`config.mk`:
```
export PLATFORM = sky130hd
export DESIGN_NAME = pntm_cell
export DESIGN_NICKNAME = d
export VERILOG_FILES = /design/src/pntm_pkg.sv /design/src/pntm_cell.sv
export SDC_FILE = /design/constraint.sdc
export NUM_CORES = 1
export LEC_CHECK = 0
export ABC_AREA = 1
export ABC_CLOCK_PERIOD_IN_PS = 3050
export BUFFER_PORTS_ARGS = -buffer_cell sky130_fd_sc_hd__buf_2
export CAP_MARGIN = 20
export CORE_MARGIN = 2
export CORE_UTILIZATION = 25
export CTS_BUF_LIST = sky130_fd_sc_hd__clkbuf_2 sky130_fd_sc_hd__clkbuf_4 sky130_fd_sc_hd__clkbuf_8
export DETAILED_ROUTE_END_ITERATION = 10
export GPL_TIMING_DRIVEN = 1
export PLACE_DENSITY = 0.46
export SYNTH_ARGS = -nofsm -noshare
export SYNTH_HDL_FRONTEND = slang
export SYNTH_SLANG_ARGS = --single-unit
```
`constraint.sdc`:
```
create_clock -name clk -period 3.05 [get_ports clk]
set_clock_uncertainty 0.15 [all_clocks]
set_input_delay 0.4575 -clock clk [delete_from_list [all_inputs] [get_ports clk]]
set_output_delay 0.4575 -clock clk [all_outputs]
set_load 0.05 [all_outputs]
```
`src/pntm_pkg.sv`:
```
`timescale 1ns / 1ps
// ----------------------------------------------------------------------------
// pntm_pkg
// Types, sizes and helper functions of the phone number table.
// ----------------------------------------------------------------------------
package pntm_pkg;

	localparam int TABLE_DEPTH = 64;
	localparam int MAX_DIGITS  = 16;
	localparam int DIGITS_W    = 64;
	localparam int LEN_W       = 5;
	localparam int IDX_W       = (TABLE_DEPTH > 1) ? $clog2(TABLE_DEPTH) : 1;
	localparam int CNT_W       = $clog2(TABLE_DEPTH + 1);
	localparam int KIND_W      = 2;
	localparam int OUT_IDX_W   = 6;

	localparam logic FUNC_LOAD  = 1'b0;
	localparam logic FUNC_QUERY = 1'b1;

	localparam logic [LEN_W-1:0] MIN_SUFFIX_RESET = LEN_W'(6);

	typedef enum logic [KIND_W-1:0] {
		KIND_NONE   = 2'd0,
		KIND_EXACT  = 2'd1,
		KIND_SUFFIX = 2'd2
	} match_kind_t;

	// Query item as it travels down the row of cells.
	typedef struct packed {
		logic                valid;
		logic [DIGITS_W-1:0] value;
		logic [LEN_W-1:0]    raw;
		logic                exact_en;
		logic                sfx_en;
		logic                exact_hit;
		logic [IDX_W-1:0]    exact_idx;
		logic                sfx_hit;
		logic [IDX_W-1:0]    sfx_idx;
	} pntm_tok_t;

	function automatic logic [LEN_W-1:0] clamp_count(input logic [LEN_W-1:0] n);
		clamp_count = (n > LEN_W'(MAX_DIGITS)) ? LEN_W'(MAX_DIGITS) : n;
	endfunction

	function automatic logic [DIGITS_W-1:0] digit_mask(input logic [LEN_W-1:0] n);
		logic [DIGITS_W-1:0] m;
		m = '0;
		for (int k = 0; k < DIGITS_W / 4; k++) begin
			if (LEN_W'(k) < n) begin
				m[4*k +: 4] = 4'hF;
			end
		end
		digit_mask = m;
	endfunction

	// The value is already masked to its count, so the highest nonzero
	// nibble sets the length; a zero value keeps one digit.
	function automatic logic [LEN_W-1:0] stripped_length(input logic [DIGITS_W-1:0] v);
		logic [LEN_W-1:0] len;
		len = LEN_W'(1);
		for (int k = 0; k < DIGITS_W / 4; k++) begin
			if (v[4*k +: 4] != 4'h0) begin
				len = LEN_W'(k + 1);
			end
		end
		stripped_length = len;
	endfunction

endpackage

```
`src/pntm_cell.sv`:
```
`timescale 1ns / 1ps
// ----------------------------------------------------------------------------
// pntm_cell
// One table entry with its compare logic and one stage of the query chain.
// ----------------------------------------------------------------------------
module pntm_cell
	import pntm_pkg::*;
(
	input  logic                clk,
	input  logic                arst_n,
	input  logic                wr_en,
	input  logic [DIGITS_W-1:0] wr_digits,
	input  logic [LEN_W-1:0]    wr_length,
	input  logic [IDX_W-1:0]    cell_index,
	input  pntm_tok_t           tok_in,
	output pntm_tok_t           tok_out
);

	logic                valid_q;
	logic [DIGITS_W-1:0] digits_q;
	logic [LEN_W-1:0]    length_q;
	pntm_tok_t           tok_q;
	pntm_tok_t           tok_d;
	logic                exact_eq;
	logic                sfx_eq;

	always_ff @(posedge clk or negedge arst_n) begin
		if (!arst_n) begin
			valid_q <= 1'b0;
		end else if (wr_en) begin
			valid_q <= 1'b1;
		end
	end

	always_ff @(posedge clk) begin
		if (wr_en) begin
			digits_q <= wr_digits;
			length_q <= wr_length;
		end
	end

	always_comb begin
		exact_eq = valid_q && tok_in.exact_en && (digits_q == tok_in.value);
		sfx_eq   = valid_q && tok_in.sfx_en && (tok_in.raw > length_q) &&
		           ((tok_in.value & digit_mask(length_q)) == digits_q);
		tok_d = tok_in;
		// The first hit along the chain is the lowest entry and is kept.
		if (!tok_in.exact_hit && exact_eq) begin
			tok_d.exact_hit = 1'b1;
			tok_d.exact_idx = cell_index;
		end
		if (!tok_in.sfx_hit && sfx_eq) begin
			tok_d.sfx_hit = 1'b1;
			tok_d.sfx_idx = cell_index;
		end
	end

	always_ff @(posedge clk or negedge arst_n) begin
		if (!arst_n) begin
			tok_q <= '0;
		end else begin
			tok_q <= tok_d;
		end
	end

	assign tok_out = tok_q;

endmodule

```
# ---- Yosys cells after proc, flatten, opt, wreduce, memory -nomap -nowiden
# Index checks and enable logic that the tools add are counted.
dict set report totals {
  regBits 156
  out_inout_bits 86
  in_bits 164
  word_cells 59
}
dict set report op_classes {
  magnitude_cmp 17
  reduce_logical 9
  bitwise 1
  n_mux 18
  eq_ne 2
}
# cell count
set op_table {}
lappend op_table {{== test 64 bit} 2}
lappend op_table {{bitwise AND 64 bit} 1}
lappend op_table {{2-to-1 mux 4 bit} 16}
lappend op_table {{less-than comparator 4 x 5 -> 1 bit (first input constant)} 8}
lappend op_table {{less-than comparator 3 x 5 -> 1 bit (first input constant)} 4}
lappend op_table {{2-to-1 mux 7 bit} 2}
lappend op_table {{less-than comparator 1 x 5 -> 1 bit (first input constant)} 2}
lappend op_table {{less-than comparator 2 x 5 -> 1 bit (first input constant)} 2}
lappend op_table {{logical AND 1 bit} 7}
lappend op_table {{> comparator 5 bit} 1}
lappend op_table {{logical NOT 1 bit} 2}

# ---- Depth between registers and ports, before layout
# Gate-level depths: netlist of run 1.
dict set report logic_depth {
  word_depth 7
  mapped_depth 14
  mapped_depth_nobuf 14
}

# ---- Worst setup path after synthesis of run 1
# OpenSTA, ideal clock, no wires.
dict set report synth_timing {
  path_type {register -> register}
  from {reg length_q[4]}
  to {reg tok_q, in the netlist tok_out[0]}
  arrival_ns 1.779
  t_required_ns 2.783
  period_less_slack_ns 2.046
  stages_incl_launch_ff 14
  slack_ns 1.004
  n_path_buf 0
  cell_sequence {edfxtp_1 > inv_4 > ha_1 > nand2_1 > nor2_1 > nand2_1 > nand3_1 > o21ai_0 > nor2_1 > nand2_2 > nor2_8 > nand4_4 > nand2_1 > nand2_1}
}
# element line_no
set synth_rtl {}
lappend synth_rtl {{start, declared} pntm_cell.sv:21} ;# logic [LEN_W-1:0] length_q;
lappend synth_rtl {{start signal, assigned} pntm_cell.sv:38} ;# length_q <= wr_length;
lappend synth_rtl {{end signal, assigned} pntm_cell.sv:62} ;# tok_q <= tok_d;
lappend synth_rtl {{end, declared} pntm_cell.sv:22} ;# pntm_tok_t tok_q;

==> run summary, run 1 <==
Clk Latency, worst-skew pair: 0.45 ns
TritonCTS Buffers: 17
Sw frac: 0.300
Int Pwr: 0.00352 W
Synth area leader: dfrtp_1
Power share of the clock group: 0.321
Final Wtd Congestion: 0.874
Post-placement cell count: 1347
Hold wc startpoint: tok_in[5]
Hold Vio Cnt, Final: 0
WP data required: 3.25 ns
Layout cells sized above 1: 0.262
Vias per std cell: 4.10
Post-route setup TNS: 0 ns
Slew Viols, Final: 0
I/O Buffers: 249
Crit path cell chain: inv_4, ha_1, nand2_1, nor2_1, nand2_1, nand3_1, o21ai_0, nor2_1, nand2_2, nor2_8, nand4_4, nand2_1, nand2_1
RSZ-0062 raised after global routing: no
Initial antenna violation count: 0
Core Region: 0.0270 mm²
CTS resizes: 0
Post-CTS Hold Buffers: 139
Worst r2r src: length_q[4]
Hold worst-path end: tok_out[5]
DIE AREA: 0.0289 mm²
Crit Path Max Fanout: 12
Nets: 1333
Pwr per Cell Area: 486 mW/mm²
Top cells by area, synth: dfrtp_1 (32%), edfxtp_1 (30%), nand2_1 (15%)
TritonCTS clock tree: built
WHS Path Cells: 3
Max Freq: 369 MHz
Mapped Area: 0.00688 mm²
Critical path's most frequent cell: nand2_1
Final Cycle Share: 0.889
Hold WC Path Type: input pin to register
DRC Markers: 0
Status: complete, no violations
Avg Inst Size Synth: 9.08 µm²
Root buffer cell: clkbuf_8
First-pass GRT wire length: 35100 µm
CP endpoint kind: register
Leak: 5.27 nW
Detailed-route wire length per cell: 15.3 µm
Gate power share: 0.199
Fin crit period: 2.71 ns
Sequential element share of the synthesized area: 0.617
Crit-path max cell delay: 0.73 ns
Routed Antenna Nets: 0
Synth warn: 0
Top Ports: 250
Syn_nets: 927
Grt ovf: 0
DP HPWL: 18100 µm
Max IR drop VDD: 0.263 mV
Fin cells: 1518
Slowest-stage cell, CP: edfxtp_1
Initial Util: 0.255
# setup viols final: 0
WS Path Type: register to register
ANT cells: 0
DR pass1 iterations: 5
Library cells used by synthesis: 30
Vias in the first global route: 6380
Hold slack: 0.0495 ns
Post-CTS setup buffers: 0
Synth top area share: 0.316
Row cnt: 60
Buf/Inv on CP: 1
Sequential Power Share: 0.480
Die W: 170 µm
H-Tree Depth: 4
Sink Count: 156
Drt total wl: 23200 µm
Rel. slew slack: 0.353
Synth Register Bits: 156
Vias after detailed routing: 6220
Startpoint Class: register
Longest Clk Path Bufs: 2
Post-Syn Instances: 758
GR Util All Layers: 0.164
Reg2reg setup slack: 0.34 ns
Pin count of the biggest net entering global routing: 71
Filler Cell Count: 2798
Synth-to-layout area growth: 50.4%
Switching pwr: 0.00151 W
Detailed Route Iter0 Violations: 365
CP Launch Point: length_q[4]
Max-cap violations: 0
CTS clk-pin slew, worst paths: 0.09 ns
Worst EP arrival: 2.91 ns
Die Y: 170 µm
Crit-path leading delay family: simple AND/OR/NAND/NOR gates
Worst R2R Path Depth: 13
R2r endpoint: tok_out[3]
Tightest Pin Transition: 0.970 ns
[through the flow]
step                power (W)  cell area [µm²]  setup slack [ns]   util
finish                0.00503            10300             0.339  0.383
global route          0.00529            10300            0.0110  0.383
CTS                   0.00512            10300             0.283  0.383
detailed placement    0.00332             8560             0.304  0.317
global placement      0.00332             8560             0.305  0.317
floorplan             0.00294             6880              1.00      -
[how the worst max path moves through the flow]
stage / endpoint / slack [ns] / cells after the start
2_1_floorplan: tok_out[0] / 1.00 / 13
3_3_place_gp: tok_out[5] / 0.30 / 13
3_5_place_dp: tok_out[0] / 0.30 / 13
4_1_cts: tok_out[3] / 0.28 / 13
5_1_grt: tok_out[0] / 0.01 / 13
6_report: tok_out[3] / 0.34 / 13
[Yosys cell counts]
master / count
nor2_2: 2
inv_1: 129
nand4_4: 1
nand3_1: 25
o22ai_1: 1
nand4_1: 20
o21ai_0: 27
nor3_1: 5
nor2_4: 2
o21ai_1: 10
edfxtp_1: 69
nor2_1: 64
and2_1: 1
xnor2_1: 5
nor2_8: 1
nand2_1: 270
nand3b_1: 3
o21bai_1: 1
a21oi_1: 4
dfrtp_1: 87
inv_4: 1
ha_1: 5
o21ai_4: 1
inv_2: 3
or2_2: 5
nor3b_1: 1
nand2_2: 8
nand3_2: 1
buf_6: 2
o21ai_2: 4
[power groups by stage]
stage	Clock [W]	Sequential, W	Combinational [W]
2_1_floorplan	0	0.00265	0.000292
3_3_place_gp	0	0.00246	0.000862
3_5_place_dp	0	0.00246	0.000863
4_1_cts	0.00169	0.00241	0.00101
5_1_grt	0.00176	0.00243	0.00110
6_report	0.00161	0.00241	0.000999
[cell families (layout without fill, tap and decap cells)]
kind of cell / count (synthesis) / after routing / synth area share
flip-flops: 156 / 156 / 0.617
adder cells (fa/ha/maj): 5 / 5 / 0.00909
AND/OR/NAND/NOR: 409 / 409 / 0.252
buffers and inverters: 135 / 554 / 0.0762
AO/OA/AOI/OAI: 48 / 48 / 0.0393
XOR/XNOR: 5 / 5 / 0.00636
[area by class of cell]
cell class / count / area, µm² / area share
flip-flops and latches: 156 / 4250 / 0.411
repair buffers: 389 / 2660 / 0.257
multi-input cells: 467 / 2110 / 0.204
inverters: 133 / 502 / 0.0485
well taps: 341 / 427 / 0.0412
clock buffers: 19 / 249 / 0.0241
clock inverters: 13 / 151 / 0.0146
[metal layers]
metal	up-vias	track usage	wire length, µm
li1	3179	-	-
met1	2828	0.221	10700
met2	202	0.270	10900
met3	11	0.0356	1400
met4	0	0.0409	219
met5	-	0	0
[registers in the layout, summed over array words and instances, names as in the netlist]
register and count:
tok_out 86, digits_q 64, length_q 5, valid_q 1
[cells in the final DEF, fill, tap and decap left out, drive strengths merged]
master	Yosys	layout
clkinv	0	7
edfxtp	69	69
nand2	278	278
or2	5	5
nand4	21	21
ha	5	5
o22ai	1	1
nand3b	3	3
o21bai	1	1
inv	133	133
clkbuf	0	19
o21ai	42	42
dfrtp	87	87
buf	2	250
nand3	26	26
and2	1	1
xnor2	5	5
a21oi	4	4
clkinvlp	0	3
nor3b	1	1
nor2	69	69
nor3	5	5
bufinv	0	3
dlygate4sd3	0	139
[worst reg2reg max path, delay by kind of cell, from the launching register on]
| family | cells | cell delay [ns] |
|---|---|---|
| compound gates | 1 | 0.09 |
| simple gates | 10 | 1.18 |
| flops | 1 | 0.73 |
| buf+inv | 1 | 0.14 |
| fa+ha+maj | 1 | 0.33 |
No activity file was read; power rests on OpenSTA's default activity.
==> inputs of run 2 (changes only) <==
CTS_BUF_LIST = default   (was sky130_fd_sc_hd__clkbuf_2 sky130_fd_sc_hd__clkbuf_4 sky130_fd_sc_hd__clkbuf_8)
PLACE_DENSITY = 0.51   (was 0.46)
==> run summary, run 2 (same netlist as run 1, synthesis figures left out) <==
Status: complete, no violations (unchanged)
Final Cycle Share: 0.889 (about the same)
Grt ovf: 0 (unchanged)
CP endpoint kind: register (unchanged)
Commonest non-fill, non-tap cell in the layout: nand2_1 (unchanged)
Max Freq: 369 MHz (about the same)
DP HPWL: 18600 µm (was 18100 µm)
Total chip power: 0.00541 W (was 0.00503 W)
Most frequent cells in the layout: nand2_1 (270), buf_2 (247), inv_1 (129), dfrtp_1 (87), edfxtp_1 (69) (was nand2_1 (270), buf_2 (247), dlygate4sd3_1 (139), inv_1 (129), dfrtp_1 (87))
Root buffer cell: clkbuf_16 (was clkbuf_8)
Core Region: 0.0270 mm² (unchanged)
Final core utilization: 0.343 (was 0.383)
TritonCTS clock tree: built (unchanged)
Leak: 4.84 nW (was 5.27 nW)
Longest Clk Path Bufs: 2 (unchanged)
Buf/Inv on CP: 1 (unchanged)
RSZ-0062 raised after global routing: no (unchanged)
Crit-path leading delay family: simple AND/OR/NAND/NOR gates (unchanged)
TritonCTS Buffers: 17 (unchanged)
Max-cap violations: 0 (unchanged)
Slowest-stage cell, CP: edfxtp_1 (unchanged)
Worst r2r src: length_q[4] (unchanged)
Final Wtd Congestion: 0.867 (was 0.874)
Slew Viols, Final: 0 (unchanged)
Max reg flops: 86 (unchanged)
First-pass GRT wire length: 33700 µm (was 35100 µm)
Clk Latency, worst-skew pair: 0.43 ns (was 0.45 ns)
CTS resizes: 0 (unchanged)
Routed Antenna Nets: 0 (unchanged)
Pwr per Cell Area: 583 mW/mm² (was 486 mW/mm²)
WP data required: 3.20 ns (was 3.25 ns)
Layout cells sized above 1: 0.296 (was 0.262)
Post-route setup TNS: 0 ns (unchanged)
Die W: 170 µm (unchanged)
DIE AREA: 0.0289 mm² (unchanged)
Nets: 1205 (was 1333)
Vias per std cell: 4.16 (was 4.10)
Rel. slew slack: 0.598 (was 0.353)
Max IR drop VDD: 0.239 mV (was 0.263 mV)
I/O Buffers: 249 (unchanged)
Synth-to-layout area growth: 34.8% (was 50.4%)
Die Y: 170 µm (unchanged)
Fin crit period: 2.71 ns (about the same)
Top Ports: 250 (unchanged)
Row cnt: 60 (unchanged)
Sink Count: 156 (unchanged)
Crit Path Max Fanout: 12 (unchanged)
Crit-path max cell delay: 0.71 ns (was 0.73 ns)
Tightest Pin Transition: 0.603 ns (was 0.970 ns)
DR pass1 iterations: 5 (unchanged)
Initial antenna violation count: 4 (was 0)
Crit path cell chain: inv_4, ha_1, nand2_1, nor2_1, nand2_1, nand3_1, o21ai_0, nor2_1, nand2_2, nor2_8, nand4_4, nand2_1, nand2_1 (unchanged)
Initial Util: 0.255 (unchanged)
CP Launch Point: length_q[4] (unchanged)
Worst EP arrival: 2.87 ns (was 2.91 ns)
# setup viols final: 0 (unchanged)
Drt total wl: 22800 µm (was 23200 µm)
Dpl ws: 0.295 ns (was 0.304 ns)
Hold wc startpoint: tok_in[37] (was tok_in[5])
Hold WC Path Type: input pin to register (unchanged)
H-Tree Depth: 4 (unchanged)
Critical path's most frequent cell: nand2_1 (unchanged)
Vias in the first global route: 5749 (was 6380)
Vias after detailed routing: 5797 (was 6220)
Fin worst setup slack: 0.338 ns (was 0.339 ns)
Detailed Route Iter0 Violations: 243 (was 365)
DRC Markers: 0 (unchanged)
Startpoint Class: register (unchanged)
Pin count of the biggest net entering global routing: 47 (was 71)
Detailed-route wire length per cell: 16.4 µm (was 15.3 µm)
WS Path Type: register to register (unchanged)
GR Util All Layers: 0.161 (was 0.164)
Hold Vio Cnt, Final: 0 (unchanged)
CTS clk-pin slew, worst paths: 0.06 ns (was 0.09 ns)
[run 2: metal layers]
layer	global-route usage	vias up	wire, µm
li1	-	2923	-
met1	0.212	2625	10500
met2	0.258	219	10300
met3	0.0507	26	1670
met4	0.0405	4	280
met5	0	-	30
[run 2: what timing repair did]
| action | in CTS | in global routing |
|---|---|---|
| hold buffers | 9 | 1 |
| hold endpoints to repair | 49 | 1 |
| setup buffers | 0 | 0 |
| setup endpoints to repair | 0 | 0 |
[run 2: layout make-up]
type	instances	area (µm²)
multi-input cells	467	2110
clock buffers	24	536
fillers	2835	17700
repair buffers	261	1400
diodes	2	5.00
flip-flops and latches	156	4250
inverters	133	502
clock inverters	8	52.6
well taps	341	427
[run 2: worst paths after layout]
path	slack, ns	endpoint	depth (start not counted)
worst max-delay path	0.34	tok_out[4]	13
worst min-delay path	0.02	tok_out[37]	1
worst max register to register	0.34	tok_out[4]	13
worst min register to register	0.35	valid_q	1
max in group asynchronous	1.68	tok_out[60]	3
min in group asynchronous	0.44	tok_out[37]	2
[run 2: through the flow]
| step | instances | area [µm²] | hold slack [ns] |
|---|---|---|---|
| 2_1_floorplan | 758 | 6880 | 0.0119 |
| 3_3_place_gp | 1347 | 8560 | 0.331 |
| 3_5_place_dp | 1348 | 8590 | 0.332 |
| 4_1_cts | 1389 | 9260 | 0.0000301 |
| 5_1_grt | 1391 | 9280 | 0.00160 |
| 6_report | 1392 | 9280 | 0.0206 |
[run 2: power breakdown]
group          leakage [nW]  total (W)  internal (W)  switching (W)
Combinational          2.86   0.000872      0.000258       0.000614
Sequential             1.69    0.00242       0.00234      0.0000734
Clock                 0.296    0.00212       0.00123       0.000889
Total                  4.84    0.00541       0.00383        0.00158
==> inputs of run 3 (changes only) <==
--- a/config.mk
+++ b/config.mk
@@ -8,11 +8,12 @@
 export ABC_AREA = 1
 export ABC_CLOCK_PERIOD_IN_PS = 3050
-export BUFFER_PORTS_ARGS = -buffer_cell sky130_fd_sc_hd__buf_2
 export CAP_MARGIN = 20
 export CORE_MARGIN = 2
 export CORE_UTILIZATION = 25
 export DETAILED_ROUTE_END_ITERATION = 10
+export DONT_BUFFER_PORTS = 1
 export GPL_TIMING_DRIVEN = 1
-export PLACE_DENSITY = 0.51
+export PLACE_DENSITY = 0.43
+export SETUP_SLACK_MARGIN = 0.5
 export SYNTH_ARGS = -nofsm -noshare
 export SYNTH_HDL_FRONTEND = slang
==> constraint.sdc (replaced) <==
create_clock -name clk -period 3.05 [get_ports clk]
set_clock_uncertainty 0.15 [all_clocks]
set_input_delay 0.915 -clock clk [delete_from_list [all_inputs] [get_ports clk]]
set_output_delay 0.915 -clock clk [all_outputs]
set_load 0.05 [all_outputs]
==> run summary, run 3 (same netlist as run 1, synthesis figures left out) <==
Status: complete, no violations (unchanged)
Max Freq: 410 MHz (was 369 MHz)
Multi-input logic area: 0.00213 mm² (was 0.00211 mm²)
Power share of the clock group: 0.435 (was 0.392)
Register area: 0.00425 mm² (unchanged)
WS Path Type: register to register (unchanged)
Die W: 170 µm (unchanged)
Hold WC Path Type: input pin to asynchronous set/reset pin (was input pin to register)
Clk Latency, worst-skew pair: 0.43 ns (about the same)
Most frequent cells in the layout: nand2_1 (270), inv_1 (129), dfrtp_1 (87), edfxtp_1 (69), nor2_1 (57) (was nand2_1 (270), buf_2 (247), inv_1 (129), dfrtp_1 (87), edfxtp_1 (69))
Max-cap violations: 0 (unchanged)
Layout cells sized above 1: 0.0988 (was 0.296)
Vias per std cell: 4.28 (was 4.16)
Vias after detailed routing: 4892 (was 5797)
Pwr per Cell Area: 670 mW/mm² (was 583 mW/mm²)
I/O Buffers: 0 (was 249)
DR pass1 iterations: 5 (unchanged)
Fin crit period: 2.44 ns (was 2.71 ns)
TritonCTS Buffers: 17 (unchanged)
Row cnt: 60 (unchanged)
Crit-path max cell delay: 0.51 ns (was 0.71 ns)
Gate power share: 0.078 (was 0.161)
GR Util All Layers: 0.153 (was 0.161)
Detailed-route wire length per cell: 19.0 µm (was 16.4 µm)
Final Wtd Congestion: 0.858 (was 0.867)
Max reg flops: 86 (unchanged)
CTS clk-pin slew, worst paths: 0.07 ns (was 0.06 ns)
Die Y: 170 µm (unchanged)
Final core utilization: 0.299 (was 0.343)
Slowest-stage cell, CP: edfxtp_1 (unchanged)
Filler Cell Count: 2814 (was 2835)
Worst EP arrival: 2.65 ns (was 2.87 ns)
Routed Antenna Nets: 0 (unchanged)
Total chip power: 0.00541 W (about the same)
DRC Markers: 0 (unchanged)
Pin count of the biggest net entering global routing: 88 (was 47)
Dpl ws: 0.235 ns (was 0.295 ns)
Initial Util: 0.255 (unchanged)
Initial antenna violation count: 5 (was 4)
Grt ovf: 0 (unchanged)
Max IR drop VDD: 0.273 mV (was 0.239 mV)
RSZ-0062 raised after global routing: yes (was no)
Int Pwr: 0.00397 W (was 0.00383 W)
Root buffer cell: clkbuf_16 (unchanged)
Tightest Pin Transition: 0.480 ns (was 0.603 ns)
Top Ports: 250 (unchanged)
# setup viols final: 0 (unchanged)
Sink Count: 156 (unchanged)
WP data required: 3.26 ns (was 3.20 ns)
DP HPWL: 17200 µm (was 18600 µm)
Vias in the first global route: 5105 (was 5749)
Core Region: 0.0270 mm² (unchanged)
Hold Vio Cnt, Final: 0 (unchanged)
CP endpoint kind: register (unchanged)
First-pass GRT wire length: 31600 µm (was 33700 µm)
H-Tree Depth: 4 (unchanged)
DIE AREA: 0.0289 mm² (unchanged)
TritonCTS clock tree: built (unchanged)
Leak: 3.89 nW (was 4.84 nW)
Switching pwr: 0.00144 W (was 0.00158 W)
Synth-to-layout area growth: 17.2% (was 34.8%)
Longest Clk Path Bufs: 2 (unchanged)
Sw frac: 0.267 (was 0.291)
Commonest non-fill, non-tap cell in the layout: nand2_1 (unchanged)
Crit path cell chain: buf_4, nor2_4, buf_4, nand2_2, o21ai_1, nand2_1, nor2_1, nand2_1, nor2_1, nand2_1, nor2_4, nand4_1, nand2_1 (was inv_4, ha_1, nand2_1, nor2_1, nand2_1, nand3_1, o21ai_0, nor2_1, nand2_2, nor2_8, nand4_4, nand2_1, nand2_1)
Sequential Power Share: 0.487 (was 0.447)
Drt total wl: 21700 µm (was 22800 µm)
Detailed Route Iter0 Violations: 240 (was 243)
Rel. slew slack: 0.680 (was 0.598)
Nets: 956 (was 1205)
Final Cycle Share: 0.800 (was 0.889)
Startpoint Class: register (unchanged)
Fin worst setup slack: 0.610 ns (was 0.338 ns)
Slew Viols, Final: 0 (unchanged)
Critical path's most frequent cell: nand2_1 (unchanged)
Crit Path Max Fanout: 7 (was 12)
Post-route setup TNS: 0 ns (unchanged)
## run 3: cell count changes in the layout (fill, tap and decap cells not counted), sizes merged
cell	change
buf	-239
dlygate4sd3	-10
clkinv	-4
bufinv	+3
inv	+2
clkbuf	-1
diode	-1
## run 3: critical path: cells and delay by family (launching register included)
| kind | cells | cell delay, ns |
|---|---|---|
| compound gates | 1 | 0.12 |
| buf+inv | 2 | 0.35 |
| flops | 1 | 0.51 |
| simple gates | 10 | 1.24 |
## run 3: layer usage
layer	routed length (µm)	global-route usage	vias up
li1	-	-	2421
met1	9840	0.199	2240
met2	9860	0.241	205
met3	1660	0.0570	20
met4	269	0.0386	6
met5	44	0	-
## run 3: power by group through the flow
stage	Clock, W	Combinational (W)	Sequential, W
after floorplan	0	0.000292	0.00265
after global placement	0	0.000402	0.00268
after detailed placement	0	0.000401	0.00268
after CTS	0.00242	0.000408	0.00264
after global routing	0.00252	0.000488	0.00265
final	0.00236	0.000420	0.00263
## run 3: final timing paths
kind | from | to | slack (ns) | cells after the start
setup / recovery | length_q[4] | tok_out[5] | 0.61 | 13
hold / removal | arst_n | tok_out[31] | 0.03 | 0
setup reg to reg | length_q[4] | tok_out[5] | 0.61 | 13
hold reg to reg | valid_q | valid_q | 0.35 | 1
max in group asynchronous | arst_n | tok_out[34] | 2.60 | 0
min in group clk | valid_q | valid_q | 0.35 | 1
## run 3: metrics by stage
stage	hold slack, ns	cell area (µm²)	cells
2_1_floorplan	0.313	6880	758
3_3_place_gp	0.333	7290	1098
3_5_place_dp	0.343	7290	1098
4_1_cts	0.00978	7970	1132
5_1_grt	0.00176	8070	1142
6_report	0.0339	8070	1142
## run 3: timing repair
| item | in CTS | in global routing |
|---|---|---|
| hold buffers | 0 | 0 |
| setup buffers | 2 | 9 |
| pin swaps | 0 | 5 |
| endpoints found under the setup margin | 6 | 12 |
| resized for setup | 0 | 8 |
| cloned | 0 | 0 |
## run 3: area by class of cell
class / instances / area share
Multi-Input combinational cell: 467 / 0.264
Timing Repair Buffer: 12 / 0.0132
Sequential cell: 156 / 0.527
Inverter: 133 / 0.0622
Tap cell: 341 / 0.0529
Antenna cell: 1 / 0.000310
Clock buffer: 23 / 0.0659
Clock inverter: 9 / 0.0154
